--- src/rtl/utf8_byte_stream_decoder_macros.svh ---
// assertion macros for the utf8 byte stream decoder
// expects a clock i_clk and an active-low synchronous reset i_rst_n in scope
`ifndef UTF8_BYTE_STREAM_DECODER_MACROS_SVH
`define UTF8_BYTE_STREAM_DECODER_MACROS_SVH

`ifndef SYNTHESIS
// same-cycle implication
`define UTF8D_ASSERT_NOW(label, ante, cons) \
    label: assert property (@(posedge i_clk) disable iff (!i_rst_n) (ante) |-> (cons)) \
        else $error("utf8 decoder check failed");
// next-cycle implication
`define UTF8D_ASSERT_NEXT(label, ante, cons) \
    label: assert property (@(posedge i_clk) disable iff (!i_rst_n) (ante) |=> (cons)) \
        else $error("utf8 decoder check failed");
`else
`define UTF8D_ASSERT_NOW(label, ante, cons)
`define UTF8D_ASSERT_NEXT(label, ante, cons)
`endif

`endif

--- src/rtl/utf8d_pkg.sv ---
// shared types and constants of the utf8 byte stream decoder
// no dependencies
package utf8d_pkg;

    localparam int CODE_W        = 18;
    localparam int PAY_W         = 7;
    localparam int CONT_W        = 6;
    localparam int REM_W         = 3;
    localparam int CMD_DEPTH_DEF = 2;
    localparam int RES_DEPTH_DEF = 2;

    // continuation bytes still expected after a lead
    localparam logic [REM_W-1:0] REM_NONE  = 3'd0;
    localparam logic [REM_W-1:0] REM_TWO   = 3'd1;
    localparam logic [REM_W-1:0] REM_THREE = 3'd2;
    localparam logic [REM_W-1:0] REM_FOUR  = 3'd3;
    localparam logic [REM_W-1:0] REM_FIVE  = 3'd4;

    typedef struct packed {
        logic [7:0] in_byte;
        logic       end_of_stream;
    } t_in_item;

    typedef struct packed {
        logic [CODE_W-1:0] code_point;
        logic              cut_off;
        logic              last;
    } t_out_item;

    typedef enum logic {
        KIND_LEAD,
        KIND_CONT
    } t_kind;

    // classified byte handed from front to back
    typedef struct packed {
        t_kind            kind;
        logic [PAY_W-1:0] bits;
        logic             emit;
        logic             cut;
        logic             last;
    } t_cmd;

endpackage

--- src/rtl/utf8d_fifo.sv ---
// small register fifo with show-ahead read, used between pipeline parts
// no dependencies
module utf8d_fifo #(
    parameter int WIDTH = 8,
    parameter int DEPTH = 2
) (
    input  logic             i_clk,
    input  logic             i_rst_n,
    input  logic             i_push,
    input  logic [WIDTH-1:0] i_data,
    output logic             o_full,
    input  logic             i_pop,
    output logic [WIDTH-1:0] o_data,
    output logic             o_empty
);

    localparam int AW = (DEPTH > 1) ? $clog2(DEPTH) : 1;
    localparam int CW = $clog2(DEPTH + 1);
    localparam logic [AW-1:0] LAST_PTR = AW'(DEPTH - 1);
    localparam logic [CW-1:0] FULL_CNT = CW'(DEPTH);

    logic [WIDTH-1:0] r_mem [DEPTH];
    logic [AW-1:0]    r_wr_ptr, n_wr_ptr;
    logic [AW-1:0]    r_rd_ptr, n_rd_ptr;
    logic [CW-1:0]    r_count, n_count;
    logic             wr_en, rd_en;

    assign o_full  = (r_count == FULL_CNT);
    assign o_empty = (r_count == '0);
    assign o_data  = r_mem[r_rd_ptr];
    assign wr_en   = i_push && !o_full;
    assign rd_en   = i_pop && !o_empty;

    always_comb begin
        n_wr_ptr = r_wr_ptr;
        n_rd_ptr = r_rd_ptr;
        n_count  = r_count;
        if (wr_en) begin
            n_wr_ptr = (r_wr_ptr == LAST_PTR) ? '0 : r_wr_ptr + AW'(1);
        end
        if (rd_en) begin
            n_rd_ptr = (r_rd_ptr == LAST_PTR) ? '0 : r_rd_ptr + AW'(1);
        end
        if (wr_en && !rd_en) begin
            n_count = r_count + CW'(1);
        end else if (rd_en && !wr_en) begin
            n_count = r_count - CW'(1);
        end
    end

    always_ff @(posedge i_clk) begin
        if (!i_rst_n) begin
            r_wr_ptr <= '0;
            r_rd_ptr <= '0;
            r_count  <= '0;
        end else begin
            r_wr_ptr <= n_wr_ptr;
            r_rd_ptr <= n_rd_ptr;
            r_count  <= n_count;
        end
    end

    always_ff @(posedge i_clk) begin
        if (wr_en) begin
            r_mem[r_wr_ptr] <= i_data;
        end
    end

endmodule

--- src/rtl/utf8d_front.sv ---
// front part: tracks sequence position and classifies each byte
// depends on utf8d_pkg
module utf8d_front
    import utf8d_pkg::*;
(
    input  logic             i_clk,
    input  logic             i_rst_n,
    input  logic             i_take,
    input  t_in_item         i_item,
    output t_cmd             o_cmd,
    output logic [REM_W-1:0] o_rem
);

    logic [REM_W-1:0] r_rem, n_rem;
    logic [REM_W-1:0] rem_new;
    logic [PAY_W-1:0] bits;
    logic [7:0]       b;
    logic             done;

    assign b     = i_item.in_byte;
    assign o_rem = r_rem;

    always_comb begin
        rem_new = REM_NONE;
        bits    = '0;
        if (r_rem == REM_NONE) begin
            case (b) inside
                8'b0???????: begin
                    rem_new = REM_NONE;
                    bits    = b[PAY_W-1:0];
                end
                8'b110?????: begin
                    rem_new = REM_TWO;
                    bits    = {1'b0, b[5:0]};
                end
                8'b1110????: begin
                    rem_new = REM_THREE;
                    bits    = {2'b00, b[4:0]};
                end
                8'b11110???: begin
                    rem_new = REM_FOUR;
                end
                default: begin
                    rem_new = REM_FIVE;
                end
            endcase
        end else begin
            rem_new = r_rem - REM_W'(1);
            bits    = {1'b0, b[CONT_W-1:0]};
        end
        done       = (rem_new == REM_NONE);
        o_cmd.kind = (r_rem == REM_NONE) ? KIND_LEAD : KIND_CONT;
        o_cmd.bits = bits;
        o_cmd.emit = done || i_item.end_of_stream;
        o_cmd.cut  = !done && i_item.end_of_stream;
        o_cmd.last = i_item.end_of_stream;
        n_rem      = i_item.end_of_stream ? REM_NONE : rem_new;
    end

    always_ff @(posedge i_clk) begin
        if (!i_rst_n) begin
            r_rem <= REM_NONE;
        end else if (i_take) begin
            r_rem <= n_rem;
        end
    end

endmodule

--- src/rtl/utf8d_back.sv ---
// back part: accumulates code point bits and forms results
// depends on utf8d_pkg
module utf8d_back
    import utf8d_pkg::*;
(
    input  logic      i_clk,
    input  t_cmd      i_cmd,
    input  logic      i_cmd_valid,
    output logic      o_cmd_pop,
    input  logic      i_res_full,
    output logic      o_res_push,
    output t_out_item o_res
);

    logic [CODE_W-1:0] r_acc, n_acc;

    always_comb begin
        if (i_cmd.kind == KIND_LEAD) begin
            n_acc = {{(CODE_W-PAY_W){1'b0}}, i_cmd.bits};
        end else begin
            n_acc = {r_acc[CODE_W-CONT_W-1:0], i_cmd.bits[CONT_W-1:0]};
        end
        o_cmd_pop        = i_cmd_valid && !(i_cmd.emit && i_res_full);
        o_res_push       = i_cmd_valid && i_cmd.emit && !i_res_full;
        o_res.code_point = i_cmd.cut ? '0 : n_acc;
        o_res.cut_off    = i_cmd.cut;
        o_res.last       = i_cmd.last;
    end

    // payload only, a lead always reloads it
    always_ff @(posedge i_clk) begin
        if (o_cmd_pop) begin
            r_acc <= n_acc;
        end
    end

endmodule

--- src/rtl/utf8_byte_stream_decoder.sv ---
// utf8 byte stream decoder: one byte per request, one code point per finished sequence, a cut-off result per cut one
// a result is registered in the command fifo and then in the output fifo before it is shown
// throughput: one byte per cycle while full is low, set by the combinational front classifier and back accumulator
// a result waits in the output fifo without stalling input until both fifos fill
// reset: synchronous active low, clears sequence position and empties both fifos
`include "utf8_byte_stream_decoder_macros.svh"
module utf8_byte_stream_decoder
    import utf8d_pkg::*;
#(
    parameter int CMD_DEPTH = CMD_DEPTH_DEF,
    parameter int RES_DEPTH = RES_DEPTH_DEF
) (
    input  logic      i_clk,
    input  logic      i_rst_n,
    // byte requests
    input  logic      push,
    output logic      full,
    input  t_in_item  i_in_item,
    // result requests
    output logic      empty,
    input  logic      pop,
    output t_out_item o_out_item
);

    // front to back command queue
    t_cmd             front_cmd;
    t_cmd             back_cmd;
    logic             cmd_empty;
    logic             cmd_pop;
    logic [REM_W-1:0] front_rem;

    // back to output result queue
    t_out_item res_item;
    logic      res_push;
    logic      res_full;
    logic      in_take;

    // a byte is taken whenever the command queue has room
    assign in_take = push && !full;

    // front: sequence length tracking, byte classification
    utf8d_front u_front (
        .i_clk   (i_clk),
        .i_rst_n (i_rst_n),
        .i_take  (in_take),
        .i_item  (i_in_item),
        .o_cmd   (front_cmd),
        .o_rem   (front_rem)
    );

    // decouples front from back so either can stall
    utf8d_fifo #(
        .WIDTH ($bits(t_cmd)),
        .DEPTH (CMD_DEPTH)
    ) u_cmd_fifo (
        .i_clk   (i_clk),
        .i_rst_n (i_rst_n),
        .i_push  (push),
        .i_data  (front_cmd),
        .o_full  (full),
        .i_pop   (cmd_pop),
        .o_data  (back_cmd),
        .o_empty (cmd_empty)
    );

    // back: value accumulation, result formation
    utf8d_back u_back (
        .i_clk       (i_clk),
        .i_cmd       (back_cmd),
        .i_cmd_valid (!cmd_empty),
        .o_cmd_pop   (cmd_pop),
        .i_res_full  (res_full),
        .o_res_push  (res_push),
        .o_res       (res_item)
    );

    // output queue, head is shown while not empty
    utf8d_fifo #(
        .WIDTH ($bits(t_out_item)),
        .DEPTH (RES_DEPTH)
    ) u_res_fifo (
        .i_clk   (i_clk),
        .i_rst_n (i_rst_n),
        .i_push  (res_push),
        .i_data  (res_item),
        .o_full  (res_full),
        .i_pop   (pop),
        .o_data  (o_out_item),
        .o_empty (empty)
    );

    // a cut-off result carries a zero value and closes the stream
    `UTF8D_ASSERT_NOW(a_cut_off_shape, !empty && o_out_item.cut_off,
        o_out_item.code_point == '0 && o_out_item.last)
    // after an end-of-stream byte the next byte is a lead
    `UTF8D_ASSERT_NEXT(a_eos_resets_front, in_take && i_in_item.end_of_stream,
        front_rem == REM_NONE)
    // back never offers a result the output queue cannot hold
    `UTF8D_ASSERT_NOW(a_no_res_overflow, res_push, !res_full)
    // nothing in flight and nothing taken means no result appears
    `UTF8D_ASSERT_NEXT(a_no_invented_result, cmd_empty && empty && !in_take, empty)

endmodule

--- config.mk ---
export PLATFORM = sky130hd
export DESIGN_NAME = utf8_byte_stream_decoder
export DESIGN_NICKNAME = d
export VERILOG_FILES = /design/src/rtl/utf8d_pkg.sv /design/src/rtl/utf8d_fifo.sv /design/src/rtl/utf8d_front.sv /design/src/rtl/utf8d_back.sv /design/src/rtl/utf8_byte_stream_decoder.sv
export VERILOG_INCLUDE_DIRS = /design/src /design/src/rtl
export SDC_FILE = /design/constraint.sdc
export NUM_CORES = 1
export LEC_CHECK = 0
export BUFFER_PORTS_ARGS = -buffer_cell sky130_fd_sc_hd__buf_4
export CAP_MARGIN = 20
export CORE_ASPECT_RATIO = 0.8
export CORE_UTILIZATION = 40
export CTS_BUF_LIST = sky130_fd_sc_hd__clkbuf_4 sky130_fd_sc_hd__clkbuf_8
export CTS_CLUSTER_SIZE = 24
export DETAILED_ROUTE_END_ITERATION = 7
export GPL_TIMING_DRIVEN = 0
export PLACE_DENSITY = 0.7
export REMOVE_ABC_BUFFERS = 1
export SLEW_MARGIN = 5
export SYNTH_ARGS = -nofsm -noshare
export SYNTH_HDL_FRONTEND = slang
export SYNTH_SLANG_ARGS = --single-unit
--- constraint.sdc ---
create_clock -name i_clk -period 3.3 [get_ports i_clk]
set_input_delay 0.66 -clock i_clk [delete_from_list [all_inputs] [get_ports i_clk]]
set_output_delay 0.66 -clock i_clk [all_outputs]
set_load 0.05 [all_outputs]
Word level (Yosys, flattened, before mapping)
Memory sizes are Yosys's and may differ from the RTL's. A register that Yosys moved wholly into a read port is not among the register bits.
Index checks and enable logic that the tools add are counted.
Storage, ports and cells
  register bits: 23
  bits in writable memories: 62
  bits of input ports: 13
  output and inout bits: 22
  word-level logic and storage cells: 83
  memories kept: 2
Cells by class
  add/subtract/negate cells: 9
  equal/unequal tests: 5
  muxes and demuxes: 29
  reduce and logical (&&, ||, !) cells: 30
Memories
  u_res_fifo.r_mem: words 2, bits a word 20, rd ports 1, clocked after Yosys merged registers in 1, write ports 1, RTL line utf8d_fifo.sv:22  | logic [WIDTH-1:0] r_mem [DEPTH];
  u_cmd_fifo.r_mem: words 2, bits a word 11, rd ports 1, clocked after Yosys merged registers in 1, write ports 1, RTL line utf8d_fifo.sv:22
Operators with widths (count)
  2-to-1 mux 18 bit: 2
  2-to-1 mux 7 bit: 3
  2-to-1 mux 3 bit: 6
  logical AND 1 bit: 13
  2-to-1 mux 1 bit: 13
  zero test 1 bit: 10
  2-to-1 mux 2 bit: 4
  zero test 3 bit: 2
  equality test 5 bit, second input constant: 1
  2-to-1 mux 5 bit: 1
  adder 1 bit, second input constant: 4
  adder 2 x 1 -> 2 bit, second input constant: 2
  equality test 2 bit, second input constant: 2
  equality test 4 bit, second input constant: 1
  zero test 2 bit: 2
  nonzero test 2 bit: 2
  subtractor 2 x 1 -> 2 bit, second input constant: 2
  equality test 3 bit, second input constant: 1
  subtractor 3 x 1 -> 3 bit, second input constant: 1
  logical OR 1 bit: 1

Depth between registers and ports, before layout
Gate-level depths: netlist (run 1).
  depth after elaboration: 9
  depth in mapped cells: 7
  gate-level depth less buffers: 7

Cells and area by module
From an unflattened synthesis (run 1), not the netlist that was laid out.
Unflattened totals
  cell total of the unflattened synthesis: 237
  area total of the unflattened synthesis: 3646.0 um2
By module, submodules not included
  utf8d_fifo (u_res_fifo): instances 1, cells each 87, area each 1670.4 um2, seq. area each 1301.2 um2
  utf8d_fifo (u_cmd_fifo): instances 1, cells each 59, area each 1023.5 um2, seq. area each 760.7 um2
  utf8d_back: instances 1, cells each 42, area each 585.6 um2, seq. area each 360.3 um2
  utf8d_front: instances 1, cells each 47, area each 349.1 um2, seq. area each 60.1 um2
  utf8_byte_stream_decoder: instances 1, cells each 2, area each 17.5 um2, seq. area each 0.0 um2

Worst setup path after synthesis (run 1)
OpenSTA, ideal clock, no wires.
  path type: register to register
  start point: register (tool-made name)
  end point: memory u_res_fifo.r_mem[0][0] (netlist name) (enable)
  library setup time: 0.448 ns
  arrival time: 2.557 ns
  required time: 2.852 ns
  setup slack: 0.295 ns
  cell stages (with the launch flop): 3
  path buffers: 0
  clock period less this slack: 3.005 ns
  cell sequence: dfxtp_1 > mux2i_1 > nor4_1
RTL lines (RTL line)
  to (decl): utf8d_fifo.sv:22

==> flow_summary_export.csv, run 1 <==
group,metric,value,unit
place,io_buffers,34,
synth,synth_top_flop_cell,"edfxtp_1",
routing,routed_via_density,4.839,
worst_setup_path,cp.required,2.64,ns
synth,ys_types,39,
worst_setup_path,rr_worst_depth,6,
clocking,cts_made_buffers,9,
sta,drv_slew,0,
synth,async_reset_ff_frac,0,
power,power.internal,2.499,mW
die,rows,30,
final_layout,fill_cells,748,
worst_setup_path,crit_end,"o_out_item[5]",
synth,syn_area_per_cell,15.08,um2
final_layout,multi_input_area,0.001044,mm2
power,p_leak,1.497,nW
sta,setup_viol,0,
place,dpl.hpwl,3.583,mm
routing,post_drt_wl_per_cell,13.48,um
synth,syn_area,0.003573,mm2
sta,max_slew_margin,0.3777,
worst_setup_path,cp_max_fo,20,
clocking,cts_setup_buffers,0,
die,die_area,0.009318,mm2
run,drv_cap,0,
sta,worst_slew_pin_slew,0.9300,ns
synth,syn_inst,237,
clocking,htree_num_levels,3,
clocking,cts-root-buf,"clkbuf_8",
clocking,clk_latency,0.35,ns
synth,synth_top_area_share,0.6218,
global_routing,grt_pass1_wl,8.687,mm
synth,ys_seq_elements,87,
sta,rsz0062_at_grt,"no",
clocking,clkTransAtPathRegs,0.08,ns
power,seqPwrFrac,0.448,
worst_setup_path,reg2reg_setup_slack,0.76,ns
place,gp_congestion,0.8956,
final_layout,fin_nets,297,
power,pwr-share-comb,0.367,
place,placed_cell_area,0.003978,mm2
power,switching_share,0.3635,
synth,synth-edff-count,74,
die,ios,35,
global_routing,grt_max_degree,21,
clocking,cts_tree,"yes",
worst_setup_path,start_kind,"flip-flop",
die,fp.coreArea,0.008558,mm2
worst_setup_path,arrival,1.92,ns
routing,ant_nets,0,
routing,drc,0,
worst_setup_path,crit_type,"flip-flop to output pin",
power,peakVddDrop,551.4,uV
synth,yosysWarnings,0,
routing,num_vias,1921,
die,initial_utilization,0.4175,
run_status,outcome,"finished clean",
synth,synth_top_area_cell,"edfxtp_1",
power,p_per_area,939.3,mW/mm2
final_layout,syn_to_final_growth,16.95,%
clocking,hold_buffers,0,
routing,drtIter0Drc,75,
worst_setup_path,reg2reg_to,"u_cmd_fifo.r_count[1]",
clocking,cts_sinks,87,
global_routing,grt_usage,0.1259,
final_layout,drive_gt1_frac,0.3053,
power,clockPowerShare,0.186,
synth,synth_area_leaders,"edfxtp_1 62%, mux2_2 8.8%, dfxtp_1 7.3%, nor2b_1 2.8%, and2_1 2.3%",
global_routing,overflow,0,
sta,min_period_over_period,0.7819,
global_routing,grt_pass1_vias,1868,
power,p_switching,1.427,mW
routing,drt_wl_total,5.352,mm
final_layout,seqCellArea,0.002482,mm2
global_routing,antenna_found_initial,0,
die,dieWidth,107.7,um
sta,hold_viol,0,
final_layout,design_area,0.004179,mm2
synth,yosysSeqAreaShare,0.6947,
min_path,hp-class,"flip-flop to flip-flop",
sta,fin_worst_skew,0.01408,ns
clocking,cts_resized,0,
sta,finalCriticalPeriod,2.580,ns
power,p_total,3.925,mW
die,die_h,86.54,um
clocking,clk_path_buf_depth,2,
final_layout,antennaDiodeCount,0,
worst_setup_path,end_kind,"output pin",
synth,synth_most_common_cell,"edfxtp_1",
synth,synth_commonest_cells,"74 x edfxtp_1, 28 x mux2_2, 16 x nor2_1, 16 x nor2b_1",
sta,fin_setup_tns,0,ns
sta,fmax,387.5,MHz
routing,drt-pass1-iter-count,5,
## state kept, by name, indices dropped and copies added, names as in the netlist, named ones only
signal / cells
u_cmd_fifo.r_mem: 22
u_res_fifo.r_rd_ptr: 1
u_res_fifo.r_wr_ptr: 1
u_res_fifo.r_mem: 40
u_back.r_acc: 12
u_cmd_fifo.r_rd_ptr: 1
u_res_fifo.r_count: 2
u_cmd_fifo.r_wr_ptr: 1
u_front.o_rem: 3
u_cmd_fifo.r_count: 2
## kinds of logic (layout without fill, tap and decap cells)
group,count (synthesis),in the layout,share of synthesized area
adder cells (fa/ha/maj),4,4,0.01401
multiplexers,31,31,0.09664
AND/OR/NAND/NOR,70,70,0.1131
flip-flops,87,87,0.6947
AO/OA/AOI/OAI,23,23,0.04482
XOR/XNOR,8,8,0.02171
buffers and inverters,14,62,0.01505
## worst max-delay path: stages, from the launching register on
cell     delay, ns
dfxtp_1       0.93
mux2_2        0.44
buf_4         0.19
## power groups by stage
stage / combinational (mW) / clock [mW] / sequential (mW)
after floorplan: 1.07 / 0 / 1.74
after global placement: 1.40 / 0 / 1.78
after detailed placement: 1.45 / 0 / 1.79
after CTS: 1.46 / 0.746 / 1.76
after global routing: 1.55 / 0.795 / 1.79
final: 1.44 / 0.730 / 1.76
## worst min-delay path by stage
stage                              startpoint                      to  slack [ns]  cells past startpoint
final                     u_res_fifo.r_rd_ptr     u_res_fifo.r_rd_ptr        0.52                      2
after global routing             i_in_item[0]  u_cmd_fifo.r_mem[0][0]        0.54                      1
after CTS                 u_res_fifo.r_rd_ptr               flip-flop        0.52                      2
after detailed placement  u_res_fifo.r_rd_ptr               flip-flop        0.50                      2
after global placement       u_front.o_rem[1]        u_front.o_rem[1]        0.48                      1
after floorplan              u_front.o_rem[1]        u_front.o_rem[1]        0.47                      1
## per-layer routing
metal	routed length, um	vias to the layer above	global-route usage
li1	-	957	-
met1	2593	902	0.1598
met2	2394	52	0.1976
met3	304	10	0.05038
met4	59	0	0.04110
met5	0	-	0
## through the flow
stage	utilization	worst slack (ns)	cells	hold slack, ns
2_1_floorplan	-	0.02004	232	0.4689
3_3_place_gp	0.4614	-1.307	378	0.4827
3_5_place_dp	0.4648	0.7137	381	0.4954
4_1_cts	0.4883	0.6662	397	0.5205
5_1_grt	0.4883	0.5480	397	0.5372
6_report	0.4883	0.7197	397	0.5155
## cells in the final DEF (no fill, tap or decap), drive strengths merged, types with 2 or more instances in the layout
cell	instances
and2b	4
nand3	2
ha	4
nor4b	2
and2	13
buf	37
or3	3
nor2b	16
inv	10
clkbuf	10
a32o	2
edfxtp	74
a211oi	2
nor2	16
mux2	28
a21oi	8
nand2	4
xor2	5
o21ai	3
xnor2	3
nor3b	2
nand2b	3
clkinvlp	3
nor3	2
dfxtp	13
mux2i	3
## area by class of cell
| cell class | count | area share |
|---|---|---|
| inverters | 9 | 0.008084 |
| well taps | 112 | 0.03353 |
| clock buffers | 10 | 0.03144 |
| flip-flops and latches | 87 | 0.5940 |
| repair buffers | 37 | 0.06647 |
| multi-input cells | 136 | 0.2497 |
| clock inverters | 6 | 0.01677 |
Note: power is estimated with default switching activity, not from simulation.
==> run 2, diff against run 1 <==
ABC_AREA = 1   (was not set)
PLACE_DENSITY = 0.72   (was 0.7)
clock period = 2.3 ns   (was 3.3 ns; I/O delays follow)
==> run 2 against run 1 <==
Die area up 0.89%. Power up 48%. Clock power up 32%. Global-route usage up 0.78 points. Register-to-register slack worse by 0.48 ns. Critical path depth unchanged. Critical path type unchanged.
==> flow_summary_export.csv, run 2 <==
group,metric,value,unit
synth,synth_top_flop_cell,"edfxtp_1",
final_layout,top_regs,"u_res_fifo.r_mem (40), u_cmd_fifo.r_mem (22), u_back.r_acc (12)",
synth,synth_top_area_share,0.6162,
final_layout,antennaDiodeCount,0,
final_layout,drive_gt1_frac,0.2941,
sta,hold_viol,0,
routing,drt_wl_total,5.488,mm
die,die_h,86.92,um
routing,drc,0,
synth,synth-compound-area-share,0.05135,
power,switching_share,0.3977,
run_status,outcome,"finished clean",
place,dpl_worst_slack,-0.3574,ns
synth,synth_area_leaders,"edfxtp_1 62%, dfxtp_1 7.2%, mux2_2 6.2%, nor2_1 5.0%, inv_1 4.1%",
final_layout,syn_to_final_growth,15.68,%
worst_setup_path,cpPeakStageDelay,0.64,ns
worst_setup_path,end_kind,"output pin",
synth,synth-edff-count,74,
synth,synth_mux_area_frac,0.06246,
worst_setup_path,cp_max_fo,20,
final_layout,fill_cells,769,
clocking,clk_latency,0.35,ns
sta,fmax,486.0,MHz
global_routing,grt_max_degree,22,
global_routing,grt_pass1_wl,9.356,mm
final_layout,layout.cells.non_filler,452,
worst_setup_path,crit_type,"flip-flop to output pin",
clocking,cts_sinks,87,
worst_setup_path,crit_path_cell_trace,"mux2_2 -> buf_4",
synth,async_reset_ff_frac,0,
power,p_leak,1.645,nW
sta,setup_viol,0,
sta,drv_slew,0,
synth,yosys.area_share.simple,0.1235,
die,fp.coreArea,0.008596,mm2
clocking,clk_path_buf_depth,2,
sta,finalCriticalPeriod,2.058,ns
synth,syn_inst,293,
routing,routed_via_density,4.591,
clocking,clkTransAtPathRegs,0.08,ns
synth,syn_area_per_cell,12.31,um2
place,gp_congestion,0.7521,
routing,drtIter0Drc,95,
synth,syn_area,0.003606,mm2
worst_setup_path,start_kind,"flip-flop",
die,dieWidth,108.2,um
global_routing,overflow,0,
sta,rsz0062_at_grt,"no",
power,power.internal,3.504,mW
min_path,hp-class,"primary input to flip-flop",
sta,fin_ws,0.2424,ns
power,p_switching,2.314,mW
synth,ys_types,27,
run,drv_cap,0,
die,ios,35,
routing,ant_nets,0,
global_routing,antenna_found_initial,0,
place,dpl.hpwl,3.820,mm
routing,drt-pass1-iter-count,4,
sta,fin_setup_tns,0,ns
sta,min_period_over_period,0.8946,
global_routing,grt_usage,0.1337,
final_layout,final_cell_mix,"74 x edfxtp_1, 47 x nor2_1, 39 x inv_1, 35 x buf_4, 29 x nand2_1",
synth,synth_top_area_cell,"edfxtp_1",
power,peakVddDrop,773.4,uV
power,pwr-share-comb,0.398,
synth,synthXorXnorAreaFrac,0.002429,
sta,max_slew_margin,0.3558,
synth,synth_most_common_cell,"edfxtp_1",
worst_setup_path,arrival,1.60,ns
synth,ys_seq_elements,87,
clocking,cts_made_buffers,9,
synth,yosysSeqAreaShare,0.6884,
worst_setup_path,critical_path.slowest_cell,"dfxtp_2",
final_layout,fin_nets,352,
place,io_buffers,34,
sta,worst_slew_pin_slew,0.9627,ns
final_layout,largest_register_ffs,40,
clocking,cts-root-buf,"clkbuf_8",
power,clockPowerShare,0.165,
synth,synth_top_family_by_area,"simple AND/OR/NAND/NOR gates",
place,placed_cells,435,
synth,synth_commonest_cells,"74 x edfxtp_1, 48 x nor2_1, 39 x inv_1",
power,seqPwrFrac,0.437,
final_layout,layout_commonest_cell,"edfxtp_1",
routing,post_drt_wl_per_cell,12.14,um
die,die_area,0.009401,mm2
final_layout,top_register,"u_res_fifo.r_mem",
die,initial_utilization,0.4195,
routing,num_vias,2075,
clocking,htree_num_levels,3,
global_routing,grt_pass1_vias,2041,
clocking,hold_buffers,0,
die,rows,30,
worst_setup_path,cp.required,1.84,ns
synth,synth_fa_ha_area_frac,0.01388,
clocking,cts_tree,"yes",
power,p_per_area,1395,mW/mm2
sta,fin_worst_skew,0.01162,ns
synth,yosysWarnings,0,
run 2: cell types whose count changed after synthesis, moves of 8 or more:
| cell | before | now |
|---|---|---|
| nor2_1 | 16 | 48 |
| and2_1 | 13 | 1 |
| o21ai_0 | 3 | 15 |
| inv_1 | 9 | 39 |
| mux2_2 | 28 | 20 |
| nor2b_1 | 16 | 0 |
| nand2_1 | 3 | 29 |
run 2: area by class of cell:
| class | instances | area, um2 | share of cell area |
|---|---|---|---|
| flip-flops and latches | 87 | 2485 | 0.5957 |
| repair buffers | 36 | 274.0 | 0.06569 |
| clock inverters | 6 | 51.30 | 0.01230 |
| clock buffers | 10 | 131.4 | 0.03149 |
| well taps | 112 | 140.1 | 0.03359 |
| inverters | 44 | 165.2 | 0.03959 |
| multi-input cells | 157 | 924.6 | 0.2217 |
run 2: worst max-delay path, delay by kind of cell, from the launching register on:
kind / cells / cell delay (ns)
DFF: 1 / 0.64
muxes: 1 / 0.41
buffers and inverters: 1 / 0.19
run 2: logic make-up (layout without fill, tap and decap cells):
family | Yosys count | count (layout)
AND/OR/NAND/NOR | 98 | 98
flip-flops | 87 | 87
buffers and inverters | 49 | 96
AO/OA/AOI/OAI | 34 | 34
multiplexers | 20 | 20
adder cells (fa/ha/maj) | 4 | 4
XOR/XNOR | 1 | 1
run 2: power groups by stage:
stage / clock (mW) / combinational [mW] / sequential, mW
after floorplan: 0 / 1.71 / 2.52
after global placement: 0 / 2.23 / 2.57
after detailed placement: 0 / 2.30 / 2.59
after CTS: 0.992 / 2.33 / 2.55
after global routing: 1.05 / 2.52 / 2.60
final: 0.963 / 2.31 / 2.54
run 2: layer usage:
metal,vias to the layer above,share of wire,global-route usage
met4,0,0.011,0.04857
met2,43,0.49,0.2252
met3,7,0.043,0.04488
met5,-,0,0
met1,964,0.46,0.1601
li1,1061,-,-
run 2: through the flow:
stage | power (mW) | util | hold WS, ns | area [um2]
floorplan | 4.236 | - | 0.4453 | 3562
global placement | 4.797 | 0.4604 | 0.4576 | 3958
detailed placement | 4.891 | 0.4620 | 0.4678 | 3971
CTS | 5.872 | 0.4843 | 0.3067 | 4163
global route | 6.178 | 0.4853 | 0.3041 | 4172
finish | 5.817 | 0.4853 | 0.3285 | 4172
run 2: path summary, 6_finish.rpt:
check	slack, ns	start	cells past startpoint	end
hold reg to reg	0.48	u_front.o_rem[0]	2	u_front.o_rem[0]
setup reg to reg	0.28	flip-flop	8	u_res_fifo.r_mem[0][13]
hold / removal	0.33	i_in_item[0]	1	u_cmd_fifo.r_mem[0][0]
setup / recovery	0.24	flip-flop	2	o_out_item[6]
run 2: timing repair:
action                                  4_1_cts  5_1_grt
endpoints found under the setup margin       22       13
pin swaps                                     0        1
buffers inserted                              0        1
gates resized for setup                       2        1
